<file path="src/hdl/ptds_pkg.sv">
package ptds_pkg;

  // field widths fixed by the interface
  localparam int TIME_W = 32;
  localparam int ID_W   = 8;
  localparam int KIND_W = 3;
  localparam int CMD_W  = 2;

  typedef logic [CMD_W-1:0]  cmd_t;
  typedef logic [KIND_W-1:0] kind_t;
  typedef logic [TIME_W-1:0] time_t;

  // command codes
  localparam cmd_t CMD_TICK  = 2'd0;
  localparam cmd_t CMD_REG   = 2'd1;
  localparam cmd_t CMD_CLEAR = 2'd2;

  // result kinds
  localparam kind_t KIND_FIRED   = 3'd0;
  localparam kind_t KIND_UPDATED = 3'd1;
  localparam kind_t KIND_ADDED   = 3'd2;
  localparam kind_t KIND_FULL    = 3'd3;
  localparam kind_t KIND_CLEARED = 3'd4;

endpackage

</file>
<file path="src/hdl/periodic_task_due_scheduler.sv">
// channel | direction | handshake           | payload
// in_     | input     | in_valid/in_ready   | command, now_time, task_id, period, enable
// out_    | output    | out_valid/out_ready | kind, task_key, lateness, last
// cfg_    | input     | cfg_wr_en           | cfg_wr_data (priority mode)
//
// A tick walks the slots through S_READ and S_EVAL, adds S_CMP for an enabled slot and S_PUSH
// for a firing, and stops after the first firing when priority mode is on; a register searches
// the slots through S_READ and S_EVAL and then updates a match, appends or reports a full table;
// a clear goes straight to S_FLUSH. One shared 33-bit subtractor.
// rst_n is synchronous and empties the table; slot contents stay undefined until written.
// in_ready is high only while idle; a result waiting on out_ready holds the sequencer.
module periodic_task_due_scheduler #(
  parameter int MAX_TASKS = 16,
  parameter int KEY_BITS  = 8
) (
  input  logic                          clk,
  input  logic                          rst_n,
  // configuration
  input  logic                          cfg_wr_en,
  input  logic                          cfg_wr_data,
  // input channel
  input  logic                          in_valid,
  output logic                          in_ready,
  input  logic [ptds_pkg::CMD_W-1:0]    in_command,
  input  logic [ptds_pkg::TIME_W-1:0]   in_now_time,
  input  logic [ptds_pkg::ID_W-1:0]     in_task_id,
  input  logic [ptds_pkg::TIME_W-1:0]   in_period,
  input  logic                          in_enable,
  // result channel
  output logic                          out_valid,
  input  logic                          out_ready,
  output logic [ptds_pkg::KIND_W-1:0]   out_kind,
  output logic [ptds_pkg::ID_W-1:0]     out_task_key,
  output logic [ptds_pkg::TIME_W-1:0]   out_lateness,
  output logic                          out_last
);

  localparam int KW    = (KEY_BITS < ptds_pkg::ID_W) ? KEY_BITS : ptds_pkg::ID_W;
  localparam int CNT_W = $clog2(MAX_TASKS + 1);
  localparam int IDX_W = (MAX_TASKS > 1) ? $clog2(MAX_TASKS) : 1;
  localparam int TW    = ptds_pkg::TIME_W;

  localparam logic [2:0] S_IDLE  = 3'd0;
  localparam logic [2:0] S_READ  = 3'd1;
  localparam logic [2:0] S_EVAL  = 3'd2;
  localparam logic [2:0] S_CMP   = 3'd3;
  localparam logic [2:0] S_PUSH  = 3'd4;
  localparam logic [2:0] S_FLUSH = 3'd5;

  // slot table
  logic [KW-1:0] key_mem    [MAX_TASKS];
  logic [TW-1:0] period_mem [MAX_TASKS];
  logic          en_mem     [MAX_TASKS];
  logic [TW-1:0] last_mem   [MAX_TASKS];

  logic [2:0]             state_r, state_nxt;
  logic [CNT_W-1:0]       cnt_r, cnt_nxt;
  logic [CNT_W-1:0]       idx_r, idx_nxt;
  logic                   prio_r;
  ptds_pkg::cmd_t         cmd_r, cmd_nxt;
  logic [TW-1:0]          now_r, now_nxt;
  logic [KW-1:0]          key_r, key_nxt;
  logic [TW-1:0]          period_r, period_nxt;
  logic                   en_r, en_nxt;
  logic [TW-1:0]          elapsed_r, elapsed_nxt;

  // pending result, held until it is known whether another follows
  logic                   pend_valid_r, pend_valid_nxt;
  ptds_pkg::kind_t        pend_kind_r, pend_kind_nxt;
  logic [KW-1:0]          pend_key_r, pend_key_nxt;
  logic [TW-1:0]          pend_late_r, pend_late_nxt;

  // output register
  logic                   out_valid_r, out_valid_nxt;
  ptds_pkg::kind_t        out_kind_r, out_kind_nxt;
  logic [KW-1:0]          out_key_r, out_key_nxt;
  logic [TW-1:0]          out_late_r, out_late_nxt;
  logic                   out_last_r, out_last_nxt;

  // registered read port
  logic [KW-1:0]          rd_key_r;
  logic [TW-1:0]          rd_period_r;
  logic                   rd_en_r;
  logic [TW-1:0]          rd_last_r;

  // write port controls
  logic                   wr_cfg;
  logic                   wr_last;
  logic [TW-1:0]          wr_last_data;
  logic [IDX_W-1:0]       addr;

  // shared subtractor
  logic [TW-1:0]          sub_a, sub_b;
  logic [TW:0]            sub_res;
  logic                   sub_borrow;

  logic                   in_xfer;
  logic                   out_free;
  logic                   out_load;
  logic                   at_end;
  logic                   table_full;

  assign addr       = idx_r[IDX_W-1:0];
  assign in_ready   = (state_r == S_IDLE);
  assign in_xfer    = in_valid && in_ready;
  assign out_free   = !out_valid_r || out_ready;
  assign at_end     = (idx_r == cnt_r);
  assign table_full = (cnt_r == CNT_W'(MAX_TASKS));

  // operand select: elapsed time first, then elapsed minus period
  always_comb begin
    if (state_r == S_CMP) begin
      sub_a = elapsed_r;
      sub_b = rd_period_r;
    end else begin
      sub_a = now_r;
      sub_b = rd_last_r;
    end
  end
  assign sub_res    = {1'b0, sub_a} - {1'b0, sub_b};
  assign sub_borrow = sub_res[TW];

  // sequencer
  always_comb begin
    state_nxt      = state_r;
    cnt_nxt        = cnt_r;
    idx_nxt        = idx_r;
    cmd_nxt        = cmd_r;
    now_nxt        = now_r;
    key_nxt        = key_r;
    period_nxt     = period_r;
    en_nxt         = en_r;
    elapsed_nxt    = elapsed_r;
    pend_valid_nxt = pend_valid_r;
    pend_kind_nxt  = pend_kind_r;
    pend_key_nxt   = pend_key_r;
    pend_late_nxt  = pend_late_r;
    out_load       = 1'b0;
    out_kind_nxt   = out_kind_r;
    out_key_nxt    = out_key_r;
    out_late_nxt   = out_late_r;
    out_last_nxt   = out_last_r;
    wr_cfg         = 1'b0;
    wr_last        = 1'b0;
    wr_last_data   = now_r;

    unique case (state_r)
      S_IDLE: begin
        if (in_xfer) begin
          cmd_nxt        = in_command;
          now_nxt        = in_now_time;
          key_nxt        = in_task_id[KW-1:0];
          period_nxt     = in_period;
          en_nxt         = in_enable;
          idx_nxt        = '0;
          pend_valid_nxt = 1'b0;
          if (in_command == ptds_pkg::CMD_TICK || in_command == ptds_pkg::CMD_REG) begin
            state_nxt = S_READ;
          end else if (in_command == ptds_pkg::CMD_CLEAR) begin
            cnt_nxt        = '0;
            pend_valid_nxt = 1'b1;
            pend_kind_nxt  = ptds_pkg::KIND_CLEARED;
            pend_key_nxt   = '0;
            pend_late_nxt  = '0;
            state_nxt      = S_FLUSH;
          end
        end
      end

      S_READ: begin
        if (at_end) begin
          if (cmd_r == ptds_pkg::CMD_TICK) begin
            state_nxt = pend_valid_r ? S_FLUSH : S_IDLE;
          end else begin
            // no matching key: append or report full
            pend_valid_nxt = 1'b1;
            pend_key_nxt   = key_r;
            pend_late_nxt  = '0;
            if (table_full) begin
              pend_kind_nxt = ptds_pkg::KIND_FULL;
            end else begin
              pend_kind_nxt = ptds_pkg::KIND_ADDED;
              wr_cfg        = 1'b1;
              wr_last       = 1'b1;
              wr_last_data  = '0;
              cnt_nxt       = CNT_W'(cnt_r + 1'b1);
            end
            state_nxt = S_FLUSH;
          end
        end else begin
          state_nxt = S_EVAL;
        end
      end

      S_EVAL: begin
        if (cmd_r == ptds_pkg::CMD_REG) begin
          if (rd_key_r == key_r) begin
            wr_cfg         = 1'b1;
            pend_valid_nxt = 1'b1;
            pend_kind_nxt  = ptds_pkg::KIND_UPDATED;
            pend_key_nxt   = key_r;
            pend_late_nxt  = '0;
            state_nxt      = S_FLUSH;
          end else begin
            idx_nxt   = CNT_W'(idx_r + 1'b1);
            state_nxt = S_READ;
          end
        end else if (rd_en_r) begin
          elapsed_nxt = sub_res[TW-1:0];
          state_nxt   = S_CMP;
        end else begin
          idx_nxt   = CNT_W'(idx_r + 1'b1);
          state_nxt = S_READ;
        end
      end

      S_CMP: begin
        if (sub_borrow) begin
          idx_nxt   = CNT_W'(idx_r + 1'b1);
          state_nxt = S_READ;
        end else begin
          // due: stamp the slot and keep the lateness
          wr_last     = 1'b1;
          elapsed_nxt = sub_res[TW-1:0];
          state_nxt   = S_PUSH;
        end
      end

      S_PUSH: begin
        if (!pend_valid_r || out_free) begin
          if (pend_valid_r) begin
            out_load     = 1'b1;
            out_kind_nxt = pend_kind_r;
            out_key_nxt  = pend_key_r;
            out_late_nxt = pend_late_r;
            out_last_nxt = 1'b0;
          end
          pend_valid_nxt = 1'b1;
          pend_kind_nxt  = ptds_pkg::KIND_FIRED;
          pend_key_nxt   = rd_key_r;
          pend_late_nxt  = elapsed_r;
          idx_nxt        = CNT_W'(idx_r + 1'b1);
          state_nxt      = prio_r ? S_FLUSH : S_READ;
        end
      end

      S_FLUSH: begin
        if (out_free) begin
          out_load       = 1'b1;
          out_kind_nxt   = pend_kind_r;
          out_key_nxt    = pend_key_r;
          out_late_nxt   = pend_late_r;
          out_last_nxt   = 1'b1;
          pend_valid_nxt = 1'b0;
          state_nxt      = S_IDLE;
        end
      end

      default: begin
        state_nxt = S_IDLE;
      end
    endcase
  end

  always_comb begin
    if (out_load) begin
      out_valid_nxt = 1'b1;
    end else if (out_ready) begin
      out_valid_nxt = 1'b0;
    end else begin
      out_valid_nxt = out_valid_r;
    end
  end

  // control state
  always_ff @(posedge clk) begin
    if (!rst_n) begin
      state_r      <= S_IDLE;
      cnt_r        <= '0;
      idx_r        <= '0;
      prio_r       <= 1'b0;
      pend_valid_r <= 1'b0;
      out_valid_r  <= 1'b0;
    end else begin
      state_r      <= state_nxt;
      cnt_r        <= cnt_nxt;
      idx_r        <= idx_nxt;
      pend_valid_r <= pend_valid_nxt;
      out_valid_r  <= out_valid_nxt;
      if (cfg_wr_en) begin
        prio_r <= cfg_wr_data;
      end
    end
  end

  // payload registers
  always_ff @(posedge clk) begin
    cmd_r       <= cmd_nxt;
    now_r       <= now_nxt;
    key_r       <= key_nxt;
    period_r    <= period_nxt;
    en_r        <= en_nxt;
    elapsed_r   <= elapsed_nxt;
    pend_kind_r <= pend_kind_nxt;
    pend_key_r  <= pend_key_nxt;
    pend_late_r <= pend_late_nxt;
    out_kind_r  <= out_kind_nxt;
    out_key_r   <= out_key_nxt;
    out_late_r  <= out_late_nxt;
    out_last_r  <= out_last_nxt;
  end

  // slot table write and registered read
  always_ff @(posedge clk) begin
    if (wr_cfg) begin
      key_mem[addr]    <= key_r;
      period_mem[addr] <= period_r;
      en_mem[addr]     <= en_r;
    end
    if (wr_last) begin
      last_mem[addr] <= wr_last_data;
    end
    rd_key_r    <= key_mem[addr];
    rd_period_r <= period_mem[addr];
    rd_en_r     <= en_mem[addr];
    rd_last_r   <= last_mem[addr];
  end

  assign out_valid    = out_valid_r;
  assign out_kind     = out_kind_r;
  assign out_task_key = ptds_pkg::ID_W'(out_key_r);
  assign out_lateness = out_late_r;
  assign out_last     = out_last_r;

  // table never holds more than its depth
  a_cnt_bound: assert property (@(posedge clk) disable iff (!rst_n)
    cnt_r <= CNT_W'(MAX_TASKS))
    else $error("slot count beyond table depth");

  // the walk index never runs past the slot count
  a_idx_bound: assert property (@(posedge clk) disable iff (!rst_n)
    (state_r != S_IDLE) |-> (idx_r <= cnt_r))
    else $error("walk index past slot count");

  // nothing is left pending when a new item may enter
  a_idle_clean: assert property (@(posedge clk) disable iff (!rst_n)
    in_ready |-> !pend_valid_r)
    else $error("pending result while idle");

  // a result is loaded only into a free output register
  a_no_overwrite: assert property (@(posedge clk) disable iff (!rst_n)
    (out_valid_r && !out_ready) |=> ($stable(out_kind_r) && $stable(out_late_r)))
    else $error("waiting result overwritten");

  // a clear empties the table on the next cycle
  a_clear: assert property (@(posedge clk) disable iff (!rst_n)
    (in_xfer && in_command == ptds_pkg::CMD_CLEAR) |=> (cnt_r == '0))
    else $error("clear did not empty the table");

endmodule

</file>
<file path="config.mk">
export PLATFORM = sky130hd
export DESIGN_NAME = periodic_task_due_scheduler
export DESIGN_NICKNAME = d
export VERILOG_FILES = /design/src/hdl/ptds_pkg.sv /design/src/hdl/periodic_task_due_scheduler.sv
export SDC_FILE = /design/constraint.sdc
export NUM_CORES = 1
export LEC_CHECK = 0
export ABC_AREA = 0
export CAP_MARGIN = 40
export CORE_AREA = 2 2 383 271
export DETAILED_ROUTE_END_ITERATION = 8
export DIE_AREA = 0 0 385 273
export DONT_BUFFER_PORTS = 1
export PLACE_DENSITY = 0.76
export SKIP_LAST_GASP = 1
export SLEW_MARGIN = 20
export SYNTH_ARGS = -nofsm -noshare
export SYNTH_HDL_FRONTEND = slang
export SYNTH_SLANG_ARGS = --single-unit
export TNS_END_PERCENT = 5
</file>
<file path="constraint.sdc">
create_clock -name clk -period 5.2 [get_ports clk]
set_input_delay 0.78 -clock clk [delete_from_list [all_inputs] [get_ports clk]]
set_output_delay 0.78 -clock clk [all_outputs]
set_load 0.01 [all_outputs]
</file>
# After elaboration in Yosys (flattened, before gate mapping)
# Memories as Yosys holds them, arrays and structs flattened. A register that Yosys moved wholly into a read port is not among the register bits.
# Cells that the tools add are included.
# classes
add_sub_neg,3
n_mul,0
div,0
magnitude_cmp,0
n_eq_ne,29
shifts,0
n_mux,110
n_bitwise,0
reduce_logical,24
# ops
operator,n
$mux W32,20
$pmux W32 S2,2
$pmux W32 S4,1
$mux W8,11
$mux W3,23
$mux W5,12
$sub A32 B32 Y33,1
$pmux W8 S4,1
$mux W1,28
$ne A2 B2 Y1 const B,13
$pmux W5 S4,1
$pmux W3 S6,1
$pmux W8 S2,1
$pmux W3 S4,1
$reduce_and A4 Y1,3
$add A5 B1 Y5 const B,2
$pmux W5 S2,1
$reduce_and A9 Y1,1
$eq A8 B8 Y1,1
$pmux W1 S2,4
$reduce_and A8 Y1,1
$reduce_bool A2 Y1,4
$reduce_bool A4 Y1,2
$reduce_and A7 Y1,1
21 further kinds,30
# totals
reg_bits,210
latchBits,0
ramBits,1168
rom_bits,0
inputBits,81
output_inout_bits,46
wordCells,189
mem_count,4
# mem_list
memory,words,word_bits,read_ports,rd_clocked_by_memory_dff,write_ports,line,rtl
last_mem,16,32,1,1,1,periodic_task_due_scheduler.sv:54,logic [TW-1:0] last_mem [MAX_TASKS];
period_mem,16,32,1,1,1,periodic_task_due_scheduler.sv:52,logic [TW-1:0] period_mem [MAX_TASKS];
key_mem,16,8,1,1,1,periodic_task_due_scheduler.sv:51,logic [KW-1:0] key_mem [MAX_TASKS];
en_mem,16,1,1,1,1,periodic_task_due_scheduler.sv:53,logic en_mem [MAX_TASKS];

# Depth between registers and ports, before layout
# Gate-level depths: netlist (run 1).
# logic_depth
ltp_word,7
depth_mapped,17
mapped_depth_nobuf,14

# Worst setup path after synthesis (run 1)
# No wires, ideal clock.
# synth_timing
path_type,register -> register
startpoint,reg state_r[2]
endpoint,mem last_mem[15][0] in the netlist's numbering (enable)
setup_time_ps,432
t_arrival_ps,5015
t_required_ps,4768
setup_slack_ps,-247
path_stages_with_launch,15
path_buffers,2
cell_sequence,dfxtp_1 nor2b_1 nand2_1 clkbuf_1 buf_1 mux2_2 ha_1 nand3_1 nor3_1 nand4_1 o22ai_2 o22ai_2 o21a_1 or2_2 a21oi_1
# synth_via
elab_chain_cells,7
# synth_rtl
item,line,rtl
from (decl),periodic_task_due_scheduler.sv:56,"logic [2:0] state_r, state_nxt;"
from (signal assigned),periodic_task_due_scheduler.sv:285,state_r <= state_nxt;
$eq A3 B2 Y1,"periodic_task_due_scheduler.sv:112, periodic_task_due_scheduler.sv:147",
$mux W32,periodic_task_due_scheduler.sv:112,if (state_r == S_CMP) begin
$sub A32 B32 Y33,periodic_task_due_scheduler.sv:120,"assign sub_res = {1'b0, sub_a} - {1'b0, sub_b};"
$mux W1,periodic_task_due_scheduler.sv:218,if (sub_borrow) begin
$pmux W1 S2 *,periodic_task_due_scheduler.sv:147,unique case (state_r)
$mux W1 *,periodic_task_due_scheduler.sv:320,if (wr_last) begin
$mux W1 (not written as such) *,periodic_task_due_scheduler.sv:321,last_mem[addr] <= wr_last_data;
to (decl),periodic_task_due_scheduler.sv:54,
# Every way passes the cells marked *; elsewhere a longest branch is shown, timed or not.

# Final worst setup path (run 1)
# layout_timing
startpoint,reg state_r[1]
endpoint,mem last_mem[1][16] in the netlist's numbering (enable)
# The elaborated chain is that of the path after synthesis.

==> flow_metrics.env, run 1 <==
export IMPL_cts_sinks=1451
export IMPL_postRouteAntennaNets=0
export IMPL_ir_worst_vdd_uv=216
export IMPL_yosys_top_cells_area="edfxtp_1 (74%), mux4_2 (15%), dfxtp_1 (3.2%)"
export IMPL_p_leak_nw=19.5
export IMPL_synth_compound_area_frac=0.0185
export IMPL_grt_pass1_vias=26400
export IMPL_dieWidth_microns=385
export IMPL_worst_path_largest_cell_delay_ns=0.62
export IMPL_synth_ff_type="edfxtp_1"
export IMPL_synth_largest_area_cell="edfxtp_1"
export IMPL_ctsHoldBuffers=0
export IMPL_viasPerCell=6.61
export IMPL_hpwl_mm=83.2
export IMPL_drive_gt1_frac=0.267
export IMPL_nets=2735
export IMPL_gr_total_overflow=0
export IMPL_ys_async_sr_fraction=0
export IMPL_p_int_mw=19.8
export IMPL_yosys_warnings=0
export IMPL_yosys_area_share_simple=0.0254
export IMPL_switching_share=0.231
export IMPL_cp_max_fo=32
export IMPL_grt_pass1_wl_mm=194
export IMPL_synth_top_family_by_area="multiplexers"
export IMPL_final_setup_viol_count=0
export IMPL_synth_cell_type_count=59
export IMPL_path_cells="nor2b_1 > nand2_4 > buf_12 > mux2_2 > ha_1 > a211oi_1 > a22oi_1 > nand2_1 > o22ai_2 > o22ai_2 > o21a_1 > o21ai_2 > buf_4 > and3_2 > buf_4"
export IMPL_initial_core_util=0.546
export IMPL_antenna_found_initial=22
export IMPL_reg2reg_depth=15
export IMPL_clk_insertion_delay_late_ns=0.78
export IMPL_startpoint_type="register"
export IMPL_layout_area_overhead_vs_synth_pct=12.2
export IMPL_drt_wl_total_mm=137
export IMPL_hold_class="in -> reg"
export IMPL_synth_top_area_frac=0.739
export IMPL_clk_transition_reported_paths_ns=0.07
export IMPL_required_ns=5.59
export IMPL_vias=26900
export IMPL_syn_avg_cell_area_sq_um=22.0
export IMPL_grt_max_degree=159
export IMPL_p_switching_mw=5.93
export IMPL_crit_type="reg -> reg"
export IMPL_p_seq_frac=0.538
export IMPL_synth_area_sq_um=55400
export IMPL_dr_pass1_iters=6
export IMPL_rsz0062_at_grt="false"
export IMPL_die_h_microns=273
export IMPL_ios=127
export IMPL_drt_initial_drc_count=4040
export IMPL_power_density_nw_per_um2=414
export IMPL_drcViolationCount=0
export IMPL_status="complete, no violations"
export IMPL_final_common_cell="edfxtp_1"
export IMPL_end_kind="register"
export IMPL_syn_inst=2516
export IMPL_drv_slew=0
export IMPL_ys_seq_elements=1451
export IMPL_track_usage=0.264
export IMPL_cts_path_max_buffers=3
export IMPL_finalCritPeriodShare=0.958
export IMPL_clockPowerShare=0.384
export IMPL_clock_root_buffer="clkbuf_16"
export IMPL_synthMuxAreaShare=0.161
export IMPL_hold_viol_final=0
export IMPL_synthesis_nets=2636
export IMPL_tightest_slew_ns=1.07
export IMPL_core_area_sq_um=101000
export IMPL_io_buffer_count=0
export IMPL_hold_ws_ns=0.106
export IMPL_final_setup_skew_ns=0.0416
export IMPL_dieArea_sq_um=105000
export IMPL_cts_buffers=135
export IMPL_synth_xor_area_share=0.00585
export IMPL_mostFrequentLayoutCells="edfxtp_1 (1362), mux4_2 (365), clkbuf_16 (141)"
export IMPL_cts_tree="built"
export IMPL_synthAdderAreaFrac=0.00895
export IMPL_relSlewSlack=0.285
export IMPL_drv_cap=0
export IMPL_h_tree_depth=4
export IMPL_hold_path_cell_count=0
export IMPL_seq_area_frac_synth=0.771
export IMPL_finalCriticalPeriod_ns=4.98
export IMPL_crit_slowest_cell="dfxtp_1"
export IMPL_comb_power_share=0.078
export IMPL_synth_edf_count=1362
export IMPL_fmax_mhz=201
export IMPL_gp_congestion=0.937
export IMPL_cp_arrival_ns=5.37
export IMPL_num_rows=98
export IMPL_fin_tns_setup_ns=0
export IMPL_avgRoutedWirePerCell_microns=33.7
flip-flops by register name, indices dropped and copies added (netlist names), 16 cells and up:
name	flops
now_r	32
elapsed_r	32
key_mem	128
out_lateness	32
period_r	32
period_mem	512
pend_late_r	32
last_mem	512
en_mem	16
rd_last_r	32
rd_period_r	32
final cells by class:
cell class              count  area [sq um]
inverters                  20          75.1
repair buffers             78           901
clock buffers             180          3780
multi-input cells         929         12300
fillers                  6616         39300
diodes                      6          15.0
flip-flops and latches   1451         42700
clock inverters            60           607
well taps                1350          1690
per-stage QoR:
step                instance area, sq um  total power, mW   util  worst slack [ns]  cells
finish                             62100             25.7  0.612             0.220   4074
global route                       62100             26.4  0.612            0.0230   4068
CTS                                61900             25.7  0.611             0.265   4059
detailed placement                 57500             16.0  0.567             0.314   3819
global placement                   57500             15.9  0.567             0.471   3817
floorplan                          55400             15.1      -            0.0879   2516
cell families after synthesis:
group | Yosys count
DFF | 1451
muxes | 430
and+or+nand+nor | 265
AOI/OAI and AO/OA | 158
buffers and inverters | 136
adders and majority gates | 39
xor gates and xnor gates | 37
power by group through the flow:
stage               logic (mW)  clock network [mW]  registers (mW)
floorplan                 1.27                   0            13.8
global placement          1.83                   0            14.0
detailed placement        1.91                   0            14.0
CTS                       1.93                9.99            13.8
global route              2.13                10.4            13.8
finish                    2.01                9.87            13.8
Yosys cell counts, drive strengths merged, types with 4 or more instances:
cell type  instances
a31oi              5
o21a               7
xnor2             18
xor2              19
o21ai             44
ha                38
mux4             365
mux2              32
a21boi             9
and3              50
clkbuf            79
buf               37
dfxtp             89
a211oi             6
nand3             19
nor2b             14
or3                4
o211ai             6
a21oi             39
a21o               7
nand4              8
nor3              22
o21bai             5
a22oi              9
and2              41
nor4               4
nand2b             7
mux2i             33
edfxtp          1362
nand2             38
inv               20
nor2              50
per-layer routing:
metal	GRT usage	vias up	part of all wire
li1	-	10700	-
met1	0.406	14100	0.39
met2	0.363	1899	0.43
met3	0.0902	181	0.16
met4	0.0733	6	0.020
met5	0	-	0.00025
repair_timing:
item	CTS	global route
endpoints found under the setup margin	0	18
endpoints found under the hold margin	0	0
resized for setup	0	1
buffers inserted	0	0
path summary, 6_finish.rpt:
| check | slack (ns) | endpoint | from |
|---|---|---|---|
| hold / removal | 0.11 | cmd_r[0] | in_command[0] |
| setup / recovery | 0.22 | last_mem[1][16] | state_r[1] |
| hold reg to reg | 0.41 | out_kind[0] | pend_kind_r[0] |
| setup reg to reg | 0.22 | last_mem[1][16] | state_r[1] |
worst max-delay path: cells and delay by family (launching register included):
family | cells | cell delay [ns]
flops | 1 | 0.62
compound gates | 6 | 1.17
fa+ha+maj | 1 | 0.42
buf+inv | 3 | 1.04
simple gates | 4 | 1.03
mux | 1 | 0.29
Power figures use the tool's default switching activity.
==> run 2, diff against run 1 <==
--- a/config.mk
+++ b/config.mk
@@ -8,6 +8,7 @@
 export ABC_AREA = 0
 export CAP_MARGIN = 40
 export CORE_AREA = 2 2 383 271
+export CTS_BUF_LIST = sky130_fd_sc_hd__clkbuf_8
 export DETAILED_ROUTE_END_ITERATION = 8
 export DIE_AREA = 0 0 385 273
 export DONT_BUFFER_PORTS = 1
==> flow_metrics.env, run 2 (synthesized netlist as in run 1, its figures left out) <==
export IMPL_status="complete, no violations"
export IMPL_io_buffer_count=0
export IMPL_switching_share=0.243
export IMPL_relSlewSlack=0.288
export IMPL_fin_total_pwr_mw=24.1
export IMPL_ios=127
export IMPL_ir_worst_vdd_uv=241
export IMPL_grt_pass1_wl_mm=189
export IMPL_dp_cells=3819
export IMPL_layout_area_overhead_vs_synth_pct=12.4
export IMPL_crit_type="reg -> reg"
export IMPL_reg_top3="last_mem (512), period_mem (512), key_mem (128)"
export IMPL_gp_congestion=0.937
export IMPL_required_ns=5.72
export IMPL_final_setup_skew_ns=0.0614
export IMPL_fin_tns_setup_ns=0
export IMPL_placed_area_sq_um=57500
export IMPL_h_tree_depth=4
export IMPL_clk_insertion_delay_late_ns=0.91
export IMPL_dieArea_sq_um=105000
export IMPL_grt_max_degree=159
export IMPL_fmax_mhz=203
export IMPL_met1_length_mm=53.8
export IMPL_cp_arrival_ns=5.44
export IMPL_hold_class="in -> reg"
export IMPL_clk_transition_reported_paths_ns=0.06
export IMPL_cts_buffers=201
export IMPL_initial_core_util=0.546
export IMPL_p_switching_mw=5.87
export IMPL_clock_root_buffer="clkbuf_8"
export IMPL_cts_path_max_buffers=3
export IMPL_finalCriticalPeriod_ns=4.92
export IMPL_dr_wl_met2_mm=55.7
export IMPL_die_h_microns=273
export IMPL_p_leak_nw=19.9
export IMPL_hold_viol_final=0
export IMPL_vias=27200
export IMPL_cp_max_fo=32
export IMPL_final_setup_viol_count=0
export IMPL_gr_total_overflow=0
export IMPL_drv_cap=0
export IMPL_p_seq_frac=0.572
export IMPL_design_area_sq_um=62200
export IMPL_clockPowerShare=0.344
export IMPL_cts_tree="built"
export IMPL_track_usage=0.255
export IMPL_drt_initial_drc_count=3798
export IMPL_setup_ws_ns=0.280
export IMPL_p_int_mw=18.3
export IMPL_drt_wl_total_mm=133
export IMPL_mostFrequentLayoutCells="edfxtp_1 (1362), mux4_2 (365), clkbuf_8 (215)"
export IMPL_utilization=0.613
export IMPL_cts_sinks=1451
export IMPL_startpoint_type="register"
export IMPL_final_common_cell="edfxtp_1"
export IMPL_viasPerCell=6.36
export IMPL_nets=2875
export IMPL_postRouteAntennaNets=0
export IMPL_core_area_sq_um=101000
export IMPL_drive_gt1_frac=0.266
export IMPL_tightest_slew_ns=1.07
export IMPL_post_place_ws_ns=0.314
export IMPL_drv_slew=0
export IMPL_hpwl_mm=83.2
export IMPL_cts_setup_buffers=0
export IMPL_avgRoutedWirePerCell_microns=31.0
export IMPL_dr_pass1_iters=6
export IMPL_final_cell_count_no_fill=4275
export IMPL_grt_pass1_vias=26700
export IMPL_hold_ws_ns=0.0699
export IMPL_met3WireLength_mm=20.3
export IMPL_antenna_found_initial=14
export IMPL_drcViolationCount=0
export IMPL_comb_power_share=0.084
export IMPL_num_rows=98
export IMPL_fill_cells=6664
export IMPL_end_kind="register"
export IMPL_power_density_nw_per_um2=388
export IMPL_top_layer="met4"
export IMPL_rsz0062_at_grt="false"
export IMPL_dieWidth_microns=385
export IMPL_finalCritPeriodShare=0.946
-- run 2: cell types whose count changed in the layout (fill, tap and decap cells not counted), moves of 28 or more --
cell | previous run | this run
clkbuf_8 | 11 | 215
clkbuf_16 | 141 | 0
dlygate4sd3_1 | 0 | 76
inv_1 | 20 | 91
clkinv_1 | 13 | 46
clkbuf_1 | 28 | 0
-- run 2: path summary, 6_finish.rpt --
check	start	to	slack (ns)	depth (start not counted)
worst max-delay path	state_r[1]	last_mem[1][7]	0.28	15
worst min-delay path	rst_n	idx_r[1]	0.07	2
worst max register to register	state_r[1]	last_mem[1][7]	0.28	15
worst min register to register	pend_late_r[5]	out_lateness[5]	0.41	0
-- run 2: worst max-delay path, stage by stage, from the launching register on --
cell and delay, ns:
dfxtp_1 0.62, nor2b_1 0.32, nand2_4 0.32, buf_12 0.31
mux2_2 0.29, ha_1 0.42, a211oi_1 0.16, a22oi_1 0.23
nand2_1 0.16, o22ai_2 0.22, o22ai_2 0.18, o21a_1 0.24
o21ai_2 0.11, buf_4 0.27, and3_2 0.21, buf_4 0.45
-- run 2: routing by layer --
layer | vias to the layer above | track usage
met4 | 0 | 0.0727
li1 | 11000 | -
met5 | - | 0
met3 | 196 | 0.0972
met2 | 1834 | 0.339
met1 | 14100 | 0.395
-- run 2: area by class of cell --
| type | count | area [sq um] | area share |
|---|---|---|---|
| Tap cell | 1350 | 1690 | 0.0272 |
| Timing Repair Buffer | 152 | 1640 | 0.0263 |
| Sequential cell | 1451 | 42700 | 0.686 |
| Inverter | 20 | 75.1 | 0.00121 |
| Clock inverter | 155 | 815 | 0.0131 |
| Clock buffer | 215 | 2960 | 0.0476 |
| Antenna cell | 3 | 7.51 | 0.000121 |
| Multi-Input combinational cell | 929 | 12300 | 0.198 |
-- run 2: what timing repair did --
action                                  CTS  global route
hold buffers                             76             0
gates resized for setup                   0             1
endpoints found under the hold margin    87             0
endpoints found under the setup margin    0             9
-- run 2: power by group through the flow --
stage	Sequential, mW	Clock [mW]	Combinational (mW)
final	13.8	8.29	2.04
after global placement	14.0	0	1.83
after floorplan	13.8	0	1.27
after detailed placement	14.0	0	1.91
after global routing	13.8	8.91	2.16
after CTS	13.8	8.42	1.96
